$ cat src/rtl/tpsb_pkg.sv
`timescale 1ns / 1ps

package tpsb_pkg;

    // Field widths fixed by the interface
    localparam int SLOT_W  = 2;
    localparam int LEN_W   = 16;
    localparam int OFF_W   = 16;
    localparam int PT_W    = 15;
    localparam int SIGN_W  = 2;
    localparam int CNT_W   = 4;
    localparam int BATCH_W = 8;
    localparam int UNIT_W  = BATCH_W + 1;
    localparam int REM_W   = BATCH_W;
    localparam int BIT_W   = 4;
    localparam int APB_AW  = 3;
    localparam int APB_DW  = 32;

    localparam logic CMD_FLIP  = 1'b0;
    localparam logic CMD_QUERY = 1'b1;

    localparam logic signed [SIGN_W-1:0] SIGN_POS  = 2'sb01;
    localparam logic signed [SIGN_W-1:0] SIGN_NEG  = 2'sb11;
    localparam logic signed [SIGN_W-1:0] SIGN_NONE = 2'sb00;

    // Register index (paddr bit 2)
    localparam logic REG_BATCH = 1'b0;
    localparam logic REG_FMODE = 1'b1;

    localparam logic [BATCH_W-1:0] BATCH_RST = 8'd1;

    typedef struct packed {
        logic load;
        logic div_step;
        logic scan_step;
        logic move_init;
        logic move_step;
        logic finish;
    } t_dp_cmd;

    typedef struct packed {
        logic is_query;
        logic slot_ok;
        logic div_last;
        logic scan_done;
        logic move_ok;
        logic move_done;
        logic out_free;
    } t_dp_sts;

endpackage

$ cat src/rtl/tpsb_req_if.sv
`timescale 1ns / 1ps

interface tpsb_req_if;
    logic                             valid;
    logic                             ready;
    logic                             cmd;
    logic [tpsb_pkg::SLOT_W-1:0]      slot;
    logic [tpsb_pkg::LEN_W-1:0]       length_bytes;
    logic [tpsb_pkg::OFF_W-1:0]       offset;

    modport source (output valid, cmd, slot, length_bytes, offset, input ready);
    modport sink   (input valid, cmd, slot, length_bytes, offset, output ready);
endinterface

$ cat src/rtl/tpsb_rsp_if.sv
`timescale 1ns / 1ps

interface tpsb_rsp_if;
    logic                               valid;
    logic                               ready;
    logic signed [tpsb_pkg::SIGN_W-1:0] sign;
    logic [tpsb_pkg::CNT_W-1:0]         point_count;
    logic                               overflow;

    modport source (output valid, sign, point_count, overflow, input ready);
    modport sink   (input valid, sign, point_count, overflow, output ready);
endinterface

$ cat src/rtl/tpsb_ctrl.sv
`timescale 1ns / 1ps

module tpsb_ctrl (
    input  logic              i_clk,
    input  logic              i_rst_n,
    input  logic              i_in_valid,
    output logic              o_in_ready,
    input  tpsb_pkg::t_dp_sts i_sts,
    output tpsb_pkg::t_dp_cmd o_cmd
);

    typedef enum logic [5:0] {
        S_IDLE   = 6'b000001,
        S_DECIDE = 6'b000010,
        S_DIV    = 6'b000100,
        S_SCAN   = 6'b001000,
        S_MOVE   = 6'b010000,
        S_FINISH = 6'b100000
    } t_state;

    t_state r_state;
    t_state n_state;

    always_ff @(posedge i_clk) begin
        if (!i_rst_n) begin
            r_state <= S_IDLE;
        end else begin
            r_state <= n_state;
        end
    end

    assign o_in_ready = (r_state == S_IDLE);

    always_comb begin
        n_state = r_state;
        o_cmd   = '0;
        unique case (r_state)
            S_IDLE: begin
                if (i_in_valid) begin
                    o_cmd.load = 1'b1;
                    n_state    = S_DECIDE;
                end
            end
            S_DECIDE: begin
                if (!i_sts.slot_ok) begin
                    n_state = S_FINISH;
                end else if (i_sts.is_query) begin
                    n_state = S_SCAN;
                end else begin
                    n_state = S_DIV;
                end
            end
            S_DIV: begin
                o_cmd.div_step = 1'b1;
                if (i_sts.div_last) begin
                    n_state = S_SCAN;
                end
            end
            S_SCAN: begin
                o_cmd.scan_step = 1'b1;
                if (i_sts.scan_done) begin
                    if (i_sts.is_query || !i_sts.move_ok) begin
                        n_state = S_FINISH;
                    end else begin
                        o_cmd.move_init = 1'b1;
                        n_state         = S_MOVE;
                    end
                end
            end
            S_MOVE: begin
                o_cmd.move_step = 1'b1;
                if (i_sts.move_done) begin
                    n_state = S_FINISH;
                end
            end
            S_FINISH: begin
                if (i_sts.out_free) begin
                    o_cmd.finish = 1'b1;
                    n_state      = S_IDLE;
                end
            end
            default: begin
                n_state = S_IDLE;
            end
        endcase
    end

endmodule

$ cat src/rtl/tpsb_datapath.sv
`timescale 1ns / 1ps

module tpsb_datapath #(
    parameter int SLOT_COUNT = 4,
    parameter int MAX_POINTS = 8
) (
    input  logic                               i_clk,
    input  logic                               i_rst_n,
    input  tpsb_pkg::t_dp_cmd                  i_cmd,
    output tpsb_pkg::t_dp_sts                  o_sts,
    input  logic                               i_req_cmd,
    input  logic [tpsb_pkg::SLOT_W-1:0]        i_req_slot,
    input  logic [tpsb_pkg::LEN_W-1:0]         i_req_len,
    input  logic [tpsb_pkg::OFF_W-1:0]         i_req_off,
    input  logic [tpsb_pkg::BATCH_W-1:0]       i_batch,
    input  logic                               i_fmode,
    output logic                               o_rsp_valid,
    input  logic                               i_rsp_ready,
    output logic signed [tpsb_pkg::SIGN_W-1:0] o_rsp_sign,
    output logic [tpsb_pkg::CNT_W-1:0]         o_rsp_count,
    output logic                               o_rsp_ovf
);

    localparam int CW    = $clog2(MAX_POINTS + 1);
    localparam int DEPTH = SLOT_COUNT * MAX_POINTS;
    localparam int AW    = (DEPTH > 1) ? $clog2(DEPTH) : 1;
    localparam int SIW   = (SLOT_COUNT > 1) ? $clog2(SLOT_COUNT) : 1;

    localparam int PT_W   = tpsb_pkg::PT_W;
    localparam int REM_W  = tpsb_pkg::REM_W;
    localparam int UNIT_W = tpsb_pkg::UNIT_W;
    localparam int BIT_W  = tpsb_pkg::BIT_W;
    localparam int CNT_W  = tpsb_pkg::CNT_W;
    localparam int SIGN_W = tpsb_pkg::SIGN_W;

    function automatic logic [AW-1:0] f_addr(input logic [tpsb_pkg::SLOT_W-1:0] slot,
                                             input logic [CW-1:0] idx);
        return AW'(32'(slot) * MAX_POINTS + 32'(idx));
    endfunction

    // Per-slot state
    logic [CW-1:0]              r_cnt [SLOT_COUNT];
    logic                       r_neg [SLOT_COUNT];
    logic [PT_W-1:0]            r_mem [DEPTH];
    logic [PT_W-1:0]            r_rdata;

    // Item registers
    logic                       r_op;
    logic [tpsb_pkg::SLOT_W-1:0] r_slot;
    logic [PT_W-1:0]            r_half;
    logic [tpsb_pkg::OFF_W-1:0] r_off;
    logic [REM_W-1:0]           r_rem;
    logic [BIT_W-1:0]           r_bit;
    logic [CW-1:0]              r_idx;
    logic [CW-1:0]              r_pidx;
    logic [CW-1:0]              r_left;
    logic [CW-1:0]              r_acc;
    logic                       r_rv;
    logic                       r_par;
    logic                       r_found;
    logic                       r_del;
    logic                       r_mv;

    // Output register
    logic                       r_ovalid;
    logic signed [SIGN_W-1:0]   r_osign;
    logic [CNT_W-1:0]           r_ocnt;
    logic                       r_oovf;

    logic [SIW-1:0]             w_sidx;
    logic                       w_slot_ok;
    logic [CW-1:0]              w_n;
    logic                       w_sneg;
    logic                       w_full;
    logic [UNIT_W-1:0]          w_unit;
    logic [UNIT_W-1:0]          w_trial;
    logic [PT_W-1:0]            w_point;
    logic                       w_rd_en;
    logic                       w_mv_wr;
    logic                       w_put_wr;
    logic [CW-1:0]              w_wr_idx;
    logic [PT_W-1:0]            w_wr_data;
    logic                       w_out_free;
    logic [CW-1:0]              w_new_n;

    assign w_sidx    = SIW'(r_slot);
    assign w_slot_ok = (32'(r_slot) < SLOT_COUNT);
    assign w_n       = r_cnt[w_sidx];
    assign w_sneg    = r_neg[w_sidx];
    assign w_full    = (32'(w_n) >= MAX_POINTS);

    // Rounding unit: batch size, or batch size plus one; zero counts as one
    always_comb begin
        if (i_fmode) begin
            w_unit = {1'b0, i_batch} + UNIT_W'(1);
        end else if (i_batch == '0) begin
            w_unit = UNIT_W'(1);
        end else begin
            w_unit = {1'b0, i_batch};
        end
    end

    assign w_trial = {r_rem, r_half[r_bit]};
    assign w_point = r_half - PT_W'(r_rem);

    assign w_rd_en   = (i_cmd.scan_step && (r_idx != w_n)) ||
                       (i_cmd.move_step && (r_left != '0));
    assign w_mv_wr   = i_cmd.move_step && r_rv;
    assign w_put_wr  = i_cmd.finish && r_mv && !r_del;
    assign w_wr_idx  = w_mv_wr ? (r_del ? r_pidx - CW'(1) : r_pidx + CW'(1)) : r_acc;
    assign w_wr_data = w_mv_wr ? r_rdata : w_point;
    assign w_new_n   = r_del ? w_n - CW'(1) : w_n + CW'(1);
    assign w_out_free = !r_ovalid || i_rsp_ready;

    always_comb begin
        o_sts           = '0;
        o_sts.is_query  = (r_op == tpsb_pkg::CMD_QUERY);
        o_sts.slot_ok   = w_slot_ok;
        o_sts.div_last  = (r_bit == '0);
        o_sts.scan_done = (r_idx == w_n) && !r_rv;
        o_sts.move_ok   = r_found || !w_full;
        o_sts.move_done = (r_left == '0) && !r_rv;
        o_sts.out_free  = w_out_free;
    end

    // Point memory
    always_ff @(posedge i_clk) begin
        if (w_rd_en) begin
            r_rdata <= r_mem[f_addr(r_slot, r_idx)];
        end
        if (w_mv_wr || w_put_wr) begin
            r_mem[f_addr(r_slot, w_wr_idx)] <= w_wr_data;
        end
    end

    // Item payload, divider, scan and move counters
    always_ff @(posedge i_clk) begin
        if (i_cmd.load) begin
            r_op   <= i_req_cmd;
            r_slot <= i_req_slot;
            r_half <= i_req_len[tpsb_pkg::LEN_W-1:1];
            r_off  <= i_req_off;
            r_rem  <= '0;
            r_bit  <= BIT_W'(PT_W - 1);
            r_idx  <= '0;
            r_acc  <= '0;
            r_left <= '0;
            r_par  <= 1'b0;
            r_found <= 1'b0;
            r_del  <= 1'b0;
        end else if (i_cmd.div_step) begin
            if (w_trial >= w_unit) begin
                r_rem <= REM_W'(w_trial - w_unit);
            end else begin
                r_rem <= REM_W'(w_trial);
            end
            r_bit <= r_bit - BIT_W'(1);
        end else if (i_cmd.move_init) begin
            r_del <= r_found;
            if (r_found) begin
                r_idx  <= r_acc + CW'(1);
                r_left <= w_n - CW'(1) - r_acc;
            end else begin
                r_idx  <= w_n - CW'(1);
                r_left <= w_n - r_acc;
            end
        end else if (i_cmd.scan_step) begin
            if (r_idx != w_n) begin
                r_idx <= r_idx + CW'(1);
            end
            if (r_rv) begin
                if (r_op == tpsb_pkg::CMD_QUERY) begin
                    if (r_off >= {1'b0, r_rdata}) begin
                        r_par <= ~r_par;
                    end
                end else begin
                    if (r_rdata < w_point) begin
                        r_acc <= r_acc + CW'(1);
                    end
                    if (r_rdata == w_point) begin
                        r_found <= 1'b1;
                    end
                end
            end
        end else if (i_cmd.move_step) begin
            if (r_left != '0) begin
                r_pidx <= r_idx;
                r_idx  <= r_del ? r_idx + CW'(1) : r_idx - CW'(1);
                r_left <= r_left - CW'(1);
            end
        end
    end

    // Control flags
    always_ff @(posedge i_clk) begin
        if (!i_rst_n) begin
            r_rv     <= 1'b0;
            r_mv     <= 1'b0;
            r_ovalid <= 1'b0;
        end else begin
            if (i_cmd.load) begin
                r_mv <= 1'b0;
            end else if (i_cmd.move_init) begin
                r_mv <= 1'b1;
            end

            if (i_cmd.move_init || i_cmd.load) begin
                r_rv <= 1'b0;
            end else if (i_cmd.scan_step || i_cmd.move_step) begin
                r_rv <= w_rd_en;
            end

            if (i_cmd.finish) begin
                r_ovalid <= 1'b1;
            end else if (i_rsp_ready) begin
                r_ovalid <= 1'b0;
            end
        end
    end

    // Slot counts and sign bits
    always_ff @(posedge i_clk) begin
        if (!i_rst_n) begin
            for (int s = 0; s < SLOT_COUNT; s++) begin
                r_cnt[s] <= '0;
                r_neg[s] <= 1'b0;
            end
        end else if (i_cmd.finish && r_mv) begin
            r_cnt[w_sidx] <= w_new_n;
            r_neg[w_sidx] <= ~w_sneg;
        end
    end

    // Result payload
    always_ff @(posedge i_clk) begin
        if (i_cmd.finish) begin
            if (!w_slot_ok) begin
                r_osign <= tpsb_pkg::SIGN_NONE;
                r_ocnt  <= '0;
                r_oovf  <= 1'b0;
            end else if (r_op == tpsb_pkg::CMD_QUERY) begin
                r_osign <= (w_sneg ^ r_par) ? tpsb_pkg::SIGN_NEG : tpsb_pkg::SIGN_POS;
                r_ocnt  <= CNT_W'(w_n);
                r_oovf  <= 1'b0;
            end else if (r_mv) begin
                r_osign <= w_sneg ? tpsb_pkg::SIGN_POS : tpsb_pkg::SIGN_NEG;
                r_ocnt  <= CNT_W'(w_new_n);
                r_oovf  <= 1'b0;
            end else begin
                r_osign <= w_sneg ? tpsb_pkg::SIGN_NEG : tpsb_pkg::SIGN_POS;
                r_ocnt  <= CNT_W'(w_n);
                r_oovf  <= 1'b1;
            end
        end
    end

    assign o_rsp_valid = r_ovalid;
    assign o_rsp_sign  = r_osign;
    assign o_rsp_count = r_ocnt;
    assign o_rsp_ovf   = r_oovf;

endmodule

$ cat src/rtl/turning_point_state_bit_table.sv
`timescale 1ns / 1ps

// Turning-point sign table. Holds, per buffer slot, an ascending list of turning
// points and a sign bit.
// Channels: i_req carries one command per transfer (cmd, slot, length_bytes,
// offset); o_rsp returns exactly one result per command (sign, point_count,
// overflow). Both use valid/ready; a transfer happens when both are high.
// Configuration: APB write of the jobs-per-batch count at 0x0 and footprint_mode
// at 0x4. Write only while no command is in flight. pready is tied high.
// Steps from request transfer to result valid, n being the slot's point count:
// a query runs decide, n reads plus a drain of the read pipeline, and finish.
// A flip adds a bit-serial remainder unit for the rounding and a shift step
// that moves m points with one read and one write each (no move on overflow).
// One command is worked on at a time: i_req.ready is high only while idle,
// so the next command is taken only after the last one has finished.
// Stall: a result held by a low o_rsp.ready does not block the next request;
// a new result waits in the finish step until the output register is free.
// Reset (synchronous, active low): all slots empty with positive sign,
// jobs-per-batch count 1, footprint_mode 0, no result pending.
module turning_point_state_bit_table #(
    parameter int SLOT_COUNT = 4,
    parameter int MAX_POINTS = 8
) (
    input  logic                              i_clk,
    input  logic                              i_rst_n,
    tpsb_req_if.sink                          i_req,
    tpsb_rsp_if.source                        o_rsp,
    input  logic                              psel,
    input  logic                              penable,
    input  logic                              pwrite,
    input  logic [tpsb_pkg::APB_AW-1:0]       paddr,
    input  logic [tpsb_pkg::APB_DW-1:0]       pwdata,
    output logic [tpsb_pkg::APB_DW-1:0]       prdata,
    output logic                              pready
);

    logic [tpsb_pkg::BATCH_W-1:0] r_batch;
    logic                         r_fmode;
    logic                         w_reg_sel;
    logic                         w_cfg_wr;

    tpsb_pkg::t_dp_cmd            w_cmd;
    tpsb_pkg::t_dp_sts            w_sts;

    // Register file: the index sits at paddr bit 2
    assign w_reg_sel = paddr[2];
    assign w_cfg_wr  = psel && penable && pwrite;
    assign pready    = 1'b1;

    always_ff @(posedge i_clk) begin
        if (!i_rst_n) begin
            r_batch <= tpsb_pkg::BATCH_RST;
            r_fmode <= 1'b0;
        end else if (w_cfg_wr) begin
            unique case (w_reg_sel)
                tpsb_pkg::REG_BATCH: r_batch <= pwdata[tpsb_pkg::BATCH_W-1:0];
                tpsb_pkg::REG_FMODE: r_fmode <= pwdata[0];
                default: begin
                    r_batch <= r_batch;
                end
            endcase
        end
    end

    always_comb begin
        unique case (w_reg_sel)
            tpsb_pkg::REG_BATCH: prdata = tpsb_pkg::APB_DW'(r_batch);
            tpsb_pkg::REG_FMODE: prdata = tpsb_pkg::APB_DW'(r_fmode);
            default:             prdata = '0;
        endcase
    end

    // Sequencer: walks decide, divide, scan, move and finish steps
    tpsb_ctrl u_ctrl (
        .i_clk      (i_clk),
        .i_rst_n    (i_rst_n),
        .i_in_valid (i_req.valid),
        .o_in_ready (i_req.ready),
        .i_sts      (w_sts),
        .o_cmd      (w_cmd)
    );

    // Point memory, slot state, remainder unit and result register
    tpsb_datapath #(
        .SLOT_COUNT (SLOT_COUNT),
        .MAX_POINTS (MAX_POINTS)
    ) u_datapath (
        .i_clk       (i_clk),
        .i_rst_n     (i_rst_n),
        .i_cmd       (w_cmd),
        .o_sts       (w_sts),
        .i_req_cmd   (i_req.cmd),
        .i_req_slot  (i_req.slot),
        .i_req_len   (i_req.length_bytes),
        .i_req_off   (i_req.offset),
        .i_batch     (r_batch),
        .i_fmode     (r_fmode),
        .o_rsp_valid (o_rsp.valid),
        .i_rsp_ready (o_rsp.ready),
        .o_rsp_sign  (o_rsp.sign),
        .o_rsp_count (o_rsp.point_count),
        .o_rsp_ovf   (o_rsp.overflow)
    );

endmodule

$ cat src/flat_wrapper.sv
// flat-port wrapper written by rule: the top's interface ports become plain ports
module turning_point_state_bit_table_flat 
#(
    parameter int SLOT_COUNT = 4,
    parameter int MAX_POINTS = 8
)
  (i_clk, i_rst_n, psel, penable, pwrite, paddr, pwdata, prdata, pready, i_req_valid, i_req_cmd, i_req_slot, i_req_length_bytes, i_req_offset, i_req_ready, o_rsp_valid, o_rsp_sign, o_rsp_point_count, o_rsp_overflow, o_rsp_ready);
  tpsb_req_if i_req_i ();
  tpsb_rsp_if o_rsp_i ();
  input  logic i_clk;
  input  logic i_rst_n;
  input  logic psel;
  input  logic penable;
  input  logic pwrite;
  input  logic [tpsb_pkg::APB_AW-1:0] paddr;
  input  logic [tpsb_pkg::APB_DW-1:0] pwdata;
  output logic [tpsb_pkg::APB_DW-1:0] prdata;
  output logic pready;
  input wire logic [$bits(i_req_i.valid)-1:0] i_req_valid;
  input wire logic [$bits(i_req_i.cmd)-1:0] i_req_cmd;
  input wire logic [$bits(i_req_i.slot)-1:0] i_req_slot;
  input wire logic [$bits(i_req_i.length_bytes)-1:0] i_req_length_bytes;
  input wire logic [$bits(i_req_i.offset)-1:0] i_req_offset;
  output wire logic [$bits(i_req_i.ready)-1:0] i_req_ready;
  output wire logic [$bits(o_rsp_i.valid)-1:0] o_rsp_valid;
  output wire logic [$bits(o_rsp_i.sign)-1:0] o_rsp_sign;
  output wire logic [$bits(o_rsp_i.point_count)-1:0] o_rsp_point_count;
  output wire logic [$bits(o_rsp_i.overflow)-1:0] o_rsp_overflow;
  input wire logic [$bits(o_rsp_i.ready)-1:0] o_rsp_ready;
  assign i_req_i.valid = i_req_valid;
  assign i_req_i.cmd = i_req_cmd;
  assign i_req_i.slot = i_req_slot;
  assign i_req_i.length_bytes = i_req_length_bytes;
  assign i_req_i.offset = i_req_offset;
  assign i_req_ready = i_req_i.ready;
  assign o_rsp_valid = o_rsp_i.valid;
  assign o_rsp_sign = o_rsp_i.sign;
  assign o_rsp_point_count = o_rsp_i.point_count;
  assign o_rsp_overflow = o_rsp_i.overflow;
  assign o_rsp_i.ready = o_rsp_ready;
  turning_point_state_bit_table #(.SLOT_COUNT(SLOT_COUNT), .MAX_POINTS(MAX_POINTS)) u_core (.i_clk(i_clk), .i_rst_n(i_rst_n), .i_req(i_req_i), .o_rsp(o_rsp_i), .psel(psel), .penable(penable), .pwrite(pwrite), .paddr(paddr), .pwdata(pwdata), .prdata(prdata), .pready(pready));
endmodule
$ cat config.mk
export PLATFORM = sky130hd
export DESIGN_NAME = turning_point_state_bit_table_flat
export DESIGN_NICKNAME = d
export VERILOG_FILES = /design/src/rtl/tpsb_pkg.sv /design/src/rtl/tpsb_req_if.sv /design/src/rtl/tpsb_rsp_if.sv /design/src/rtl/tpsb_ctrl.sv /design/src/rtl/tpsb_datapath.sv /design/src/rtl/turning_point_state_bit_table.sv /design/src/flat_wrapper.sv
export SDC_FILE = /design/constraint.sdc
export NUM_CORES = 1
export LEC_CHECK = 0
export ABC_AREA = 1
export BUFFER_PORTS_ARGS = -buffer_cell sky130_fd_sc_hd__buf_2
export CAP_MARGIN = 30
export CORE_UTILIZATION = 60
export CTS_CLUSTER_DIAMETER = 150
export CTS_CLUSTER_SIZE = 20
export DETAILED_ROUTE_END_ITERATION = 8
export MAX_ROUTING_LAYER = met4
export PLACE_DENSITY_LB_ADDON = 0.12
export SETUP_SLACK_MARGIN = 0.2
export SLEW_MARGIN = 20
export SYNTH_ARGS = -nofsm -noshare
export SYNTH_HDL_FRONTEND = slang
export SYNTH_SLANG_ARGS = --single-unit
$ cat constraint.sdc
create_clock -name i_clk -period 4.5 [get_ports i_clk]
set_input_delay 0.9 -clock i_clk [delete_from_list [all_inputs] [get_ports i_clk]]
set_output_delay 0.9 -clock i_clk [all_outputs]
set_load 0.005 [all_outputs]
Yosys cells after proc, flatten, opt, wreduce, memory -nomap -nowiden
Memory sizes are Yosys's and may differ from the RTL's. A register that Yosys moved wholly into a read port is not among the register bits.
Cells that the tools add are included.
{"block": "op_classes", "reduce_logical": 44, "n_eq_ne": 16, "mux": 63, "n_bitwise": 10, "magnitude_cmp": 5, "n_addsub": 16}
{"op": "2-to-1 mux 4 bit", "count": 19}
{"op": "one-hot mux 32 bit (2 select lines)", "count": 1}
{"op": "2-to-1 mux 6 bit", "count": 6}
{"op": "one-hot mux 6 bit (6 select lines)", "count": 1}
{"op": "AND reduction 6 bit", "count": 4}
{"op": "2-to-1 mux 1 bit", "count": 21}
{"op": "2-to-1 mux 2 bit", "count": 10}
{"op": "subtractor 4 x 1 -> 4 bit, second input constant", "count": 5}
{"op": "adder 4 x 1 -> 4 bit, second input constant", "count": 4}
{"op": ">= comparator 16 x 15 -> 1 bit", "count": 1}
{"op": "2-to-1 mux 8 bit", "count": 2}
{"op": "== test 15 bit", "count": 1}
{"op": "less-than comparator 15 bit", "count": 1}
{"op": "2-to-1 mux 15 bit", "count": 1}
{"op": "subtractor 15 x 8 -> 15 bit", "count": 1}
{"op": "inequality test 2 bit, second input constant", "count": 6}
{"op": "adder 5 x 4 -> 5 bit", "count": 2}
{"op": "adder 8 x 1 -> 9 bit, second input constant", "count": 1}
{"op": ">= comparator 9 bit", "count": 1}
{"op": "logical AND 1 bit", "count": 9}
{"op": "2-to-1 mux 9 bit", "count": 1}
{"op": "NOT 1 bit", "count": 9}
{"op": "logical NOT 4 bit", "count": 2}
{"op": "logical NOT 8 bit", "count": 1}
{"op": "26 further kinds", "count": 44}
{"block": "totals", "n_memories": 3, "ram_bits": 500, "word_cells": 179, "output_inout_bits": 42, "ff_bits": 90, "input_bits": 77}
{"name": "u_core.u_datapath.r_mem", "depth": 32, "word_bits": 15, "rd": 1, "rd_ports_with_merged_regs": 1, "write_ports": 1, "line_no": "tpsb_datapath.sv:44", "source": "logic [PT_W-1:0] r_mem [DEPTH];"}
{"name": "u_core.u_datapath.r_cnt", "depth": 4, "word_bits": 4, "rd": 1, "rd_ports_with_merged_regs": 1, "write_ports": 4, "line_no": "tpsb_datapath.sv:42", "source": "logic [CW-1:0] r_cnt [SLOT_COUNT];"}
{"name": "u_core.u_datapath.r_neg", "depth": 4, "word_bits": 1, "rd": 1, "rd_ports_with_merged_regs": 1, "write_ports": 4, "line_no": "tpsb_datapath.sv:43", "source": "logic r_neg [SLOT_COUNT];"}

Longest topological paths before layout
{"block": "logic_depth", "depth_word": 10, "depth_mapped": 22}

Hierarchy
From an unflattened synthesis, not the netlist that was laid out.
{"block": "hier_totals", "cells_unflattened": 2403, "hier_area_um2": 27229.9}
{"mod": "tpsb_datapath", "n_inst": 1, "cells_each": 2224, "area_per_inst_um2": 26060.0}
{"mod": "turning_point_state_bit_table", "n_inst": 1, "cells_each": 104, "area_per_inst_um2": 680.7}
{"mod": "tpsb_ctrl", "n_inst": 1, "cells_each": 75, "area_per_inst_um2": 489.2}

Least setup slack after synthesis
Ideal clock, no wire load.
{"block": "synth_path", "kind": "reg-to-reg", "from": "reg u_core.u_datapath.r_half[0]", "to": "mem u_core.u_datapath.r_mem[0][8] (data pin)", "t_arrival_ns": 3.042, "stages_incl_launch_ff": 10, "required_time_ns": 4.046, "slack_ns": 1.004, "path_cell_list": "edfxtp_1 -> inv_1 -> ha_1 -> fa_1 -> inv_1 -> a31oi_1 -> o21ai_0 -> a31oi_1 -> xor2_1 -> o21ai_0"}
{"block": "synth_between", "elab_chain_cells": 2}
{"element": "start, declared", "line_no": "tpsb_datapath.sv:50", "source": "logic [PT_W-1:0] r_half;"}
{"element": "start signal, assigned", "line_no": "tpsb_datapath.sv:141", "source": "r_half <= i_req_len[tpsb_pkg::LEN_W-1:1];"}
{"element": "subtractor 15 x 8 -> 15 bit", "line_no": "tpsb_datapath.sv:104", "source": "assign w_point = r_half - PT_W'(r_rem);"}
{"element": "2-to-1 mux 15 bit", "line_no": "tpsb_datapath.sv:111", "source": "assign w_wr_data = w_mv_wr ? r_rdata : w_point;"}
{"element": "named net u_core.u_datapath.w_wr_data[8]", "line_no": "tpsb_datapath.sv:82", "source": "logic [PT_W-1:0] w_wr_data;"}
{"element": "end, declared", "line_no": "tpsb_datapath.sv:44"}
The timed path passes the listed nets, and every way through them passes these cells.

Worst setup path in the final report
{"block": "layout_path", "from": "reg u_core.u_datapath.r_half[2]", "to": "reg u_core.u_datapath.r_acc[3]"}
{"block": "layout_between", "elab_chain_cells": 3}
{"element": "subtractor 15 x 8 -> 15 bit", "line_no": "tpsb_datapath.sv:104"}
{"element": "less-than comparator 15 bit", "line_no": "tpsb_datapath.sv:177", "source": "if (r_rdata < w_point) begin"}
{"element": "AND reduction 6 bit (no line)"}
{"element": "end signal, assigned", "line_no": "tpsb_datapath.sv:178", "source": "r_acc <= r_acc + CW'(1);"}
{"element": "end, declared", "line_no": "tpsb_datapath.sv:57", "source": "logic [CW-1:0] r_acc;"}
Every way passes these cells.
A chain may end at the register's enable or synchronous reset.

==> results by group <==
Placement
  • HPWL Detailed: 39.3 mm
  • Port buffer count: 65
  • Final GP Congestion: 0.926
  • Placed instance area: 0.0278 sq mm

Worst setup path
  • CP Launch Type: flop
  • Critical-path top delay cell: a2111oi_0
  • Most common cell on crit path: nand2_1
  • Biggest cell delay along the critical path: 440 ps
  • Worst EP arrival: 4190 ps
  • Setup CP Type: flop to flop
  • WP data required: 4980 ps
  • Critical Path Fanout Max: 7
  • Crit path cell chain: ha_1 > a21oi_1 > o21ai_1 > nand2_1 > nand2_1 > a21oi_1 > o211ai_1 > or2_2 > nand2_1 > inv_1 > ha_1 > nand2_1 > nor2_1 > a2111oi_0 > nand2_1 > nor2b_1 > nand3_1 > nand2_1 > nor2_1
  • Type of element capturing the critical path: flop

Global routing
  • Aggregate global routing overflow: 0
  • First-pass GRT wire length: 94.2 mm
  • Number of global-route vias before repair: 16501
  • Gr usage total: 0.287
  • Largest net degree at the start of global routing: 125
  • Initial antenna violation count: 0

CTS
  • Resize count post-CTS: 0
  • Clk_lat worst skew: 600 ps
  • Post-CTS setup repair buffer count: 0
  • Cts hold-fix bufs: 0
  • CTS root buf: clkbuf_16
  • CTS tree: built
  • H-tree depth: 2
  • Clock Sinks: 606
  • Num CTS Buffers: 36
  • Clock buffer depth: 3
  • Clock slew at reported path FFs: 90 ps

Timing
  • Fmax achieved: 269 MHz
  • Pins over their slew limit: 0
  • Worst hold margin: 489 ps
  • Worst Tran Pin Value: 1000 ps
  • Total negative slack: 0 ps
  • Unrepaired setup endpoints after global routing: no
  • Layout Skew: 28.0 ps
  • Final setup viols: 0
  • Final hold vios: 0
  • Crit path time final: 3710 ps
  • Final period utilization: 0.825
  • Slew headroom: 0.332

Finish
  • Layout Utilization: 0.663
  • Layout cell share with drive strength beyond 1: 0.0954
  • Fillers: 3282
  • Ant. Diodes: 0
  • NumNets Final: 2575
  • Post-route design area: 0.0288 sq mm
  • Area Growth Syn to Fin: 7.79%

Floorplan
  • Initial core utilization: 0.615
  • Die ar.: 0.0454 sq mm
  • Core Region: 0.0435 sq mm
  • Site Rows: 76
  • Die Width: 213 microns
  • Die Y: 213 microns
  • I/O Pins: 119

Synthesis
  • Synth Instances: 2387
  • Sequential area share after synthesis: 0.662
  • YS warnings: 0
  • Main flop type after synthesis: edfxtp_1
  • Synth Cell Area: 0.0267 sq mm
  • Flops & latches, synth: 606
  • Number of synthesized flops with an enable pin: 556
  • Async set-or-reset flop fraction in the synthesized netlist: 0
  • Post-synthesis cell type count: 51
  • Mapped Avg Cell Area: 11.2 sq um

Hold path
  • Worst Hold Class: input pin to flop

Outcome
  • Status: complete, no violations

Power and ir drop
  • Power per cell area: 476 mW/mm^2
  • Max rail drop VDD: 0.000456 V
  • Leakage Power: 10.4 nW

Route
  • DRT antenna net count: 0
  • Drt wl/cell: 20.7 microns
  • DRC viols: 0
  • Detailed Routing Iterations Pass 1: 6
  • Drt initial violations: 2101
  • Vias: 18006
  • Via/cell ratio: 5.95
  • WL final: 62.6 mm

Run
  • Max cap viols: 0
## worst max-delay path: cells and delay by family (launching register included)
kind	cells	cell delay, ps
simple gates	11	1340
compound gates	5	1120
fa+ha+maj	2	670
flops	1	420
buf+inv	1	50
## metal layers
metal	GRT usage	wire, microns
met5	-	0
met4	0.0965	2010
met3	0.0427	5380
met2	0.428	28700
met1	0.406	26500
## power by group
part           total (W)  switching (W)  internal, W
clock            0.00329        0.00177      0.00152
sequential       0.00717       0.000140      0.00703
combinational    0.00324        0.00239     0.000856
total             0.0137        0.00430      0.00941
## flip-flops by register name, indices dropped and copies added, names as in the netlist, 2 cells and up, named ones only
signal / count
u_core.u_datapath.r_rdata: 15
u_core.u_datapath.r_idx: 4
u_core.u_datapath.r_cnt: 16
u_core.r_batch: 8
u_core.u_datapath.o_rsp_count: 4
u_core.u_datapath.r_half: 15
u_core.u_datapath.r_slot: 2
u_core.u_datapath.r_off: 16
u_core.u_ctrl.r_state: 6
u_core.u_datapath.r_rem: 8
u_core.u_datapath.r_pidx: 4
u_core.u_datapath.r_bit: 4
u_core.u_datapath.r_acc: 4
u_core.u_datapath.r_mem: 480
u_core.u_datapath.r_left: 4
u_core.u_datapath.r_neg: 4
## per-stage QoR
step / setup WS [ps] / cells / power (W)
after CTS: 828 / 3027 / 0.0137
after floorplan: 1000 / 2411 / 0.00930
after global routing: 380 / 3028 / 0.0143
after detailed placement: 857 / 2978 / 0.0105
after global placement: 855 / 2977 / 0.0104
final: 788 / 3028 / 0.0137
## area by class of cell
| type | instances | area (sq um) | share of cell area |
|---|---|---|---|
| well taps | 585 | 732 | 0.0254 |
| multi-input cells | 1518 | 7920 | 0.275 |
| clock inverters | 3 | 62.6 | 0.00217 |
| flip-flops and latches | 606 | 17700 | 0.615 |
| clock buffers | 46 | 960 | 0.0333 |
| repair buffers | 128 | 872 | 0.0303 |
| inverters | 142 | 549 | 0.0191 |
## path summary, 6_finish.rpt
check | endpoint | depth (start not counted) | slack [ps] | startpoint
max | u_core.u_datapath.r_acc[3] | 19 | 790 | u_core.u_datapath.r_half[2]
min | u_core.u_datapath.r_half[9] | 1 | 490 | i_req_length_bytes[10]
max reg2reg | u_core.u_datapath.r_acc[3] | 19 | 790 | u_core.u_datapath.r_half[2]
min reg2reg | u_core.u_datapath.r_neg[0] | 2 | 490 | u_core.u_datapath.r_neg[0]
## cell families after synthesis
kind of cell | count (synthesis) | share of synthesized area
xor+xnor | 46 | 0.0151
fa+ha+maj | 66 | 0.0320
simple gates | 758 | 0.116
buf+inv | 287 | 0.0471
mux | 1 | 0.000375
other cells | 2 | 0.000281
flops | 606 | 0.662
compound gates | 621 | 0.127
## cell usage in the layout (no fill, tap or decap), types with 4 or more instances in the layout
cell type and n:
edfxtp_1 556, nor2_1 430, o21ai_0 347, nand2_1 227, o22ai_1 142, inv_1 126
a21oi_1 66, buf_2 65, ha_1 62, buf_4 56, dfxtp_1 47, nand3_1 44
clkbuf_16 37, xor2_1 32, conb_1 26, o21ai_1 15, xnor2_1 14, o21ai_2 14
nand4_1 13, inv_2 12, o211ai_1 11, nand2_2 9, clkbuf_1 9, nand3_2 8
o32ai_1 8, nor3_1 7, nor2_2 5, buf_12 5, nor4_1 4, a21o_1 4
fa_1 4
## synth_stat cells, types with 25 or more instances
master    count  area [sq um]
a21oi_1      66           330
inv_1       127           477
nor2_1      431          1620
nand2_1     227           852
buf_4        29           218
xor2_1       32           280
ha_1         62           776
nand3_1      44           220
buf_2        25           125
clkbuf_1     86           323
dfxtp_1      50          1000
o21ai_0     361          1810
edfxtp_1    556         16700
o22ai_1     142           888
Power figures use the tool's default switching activity.
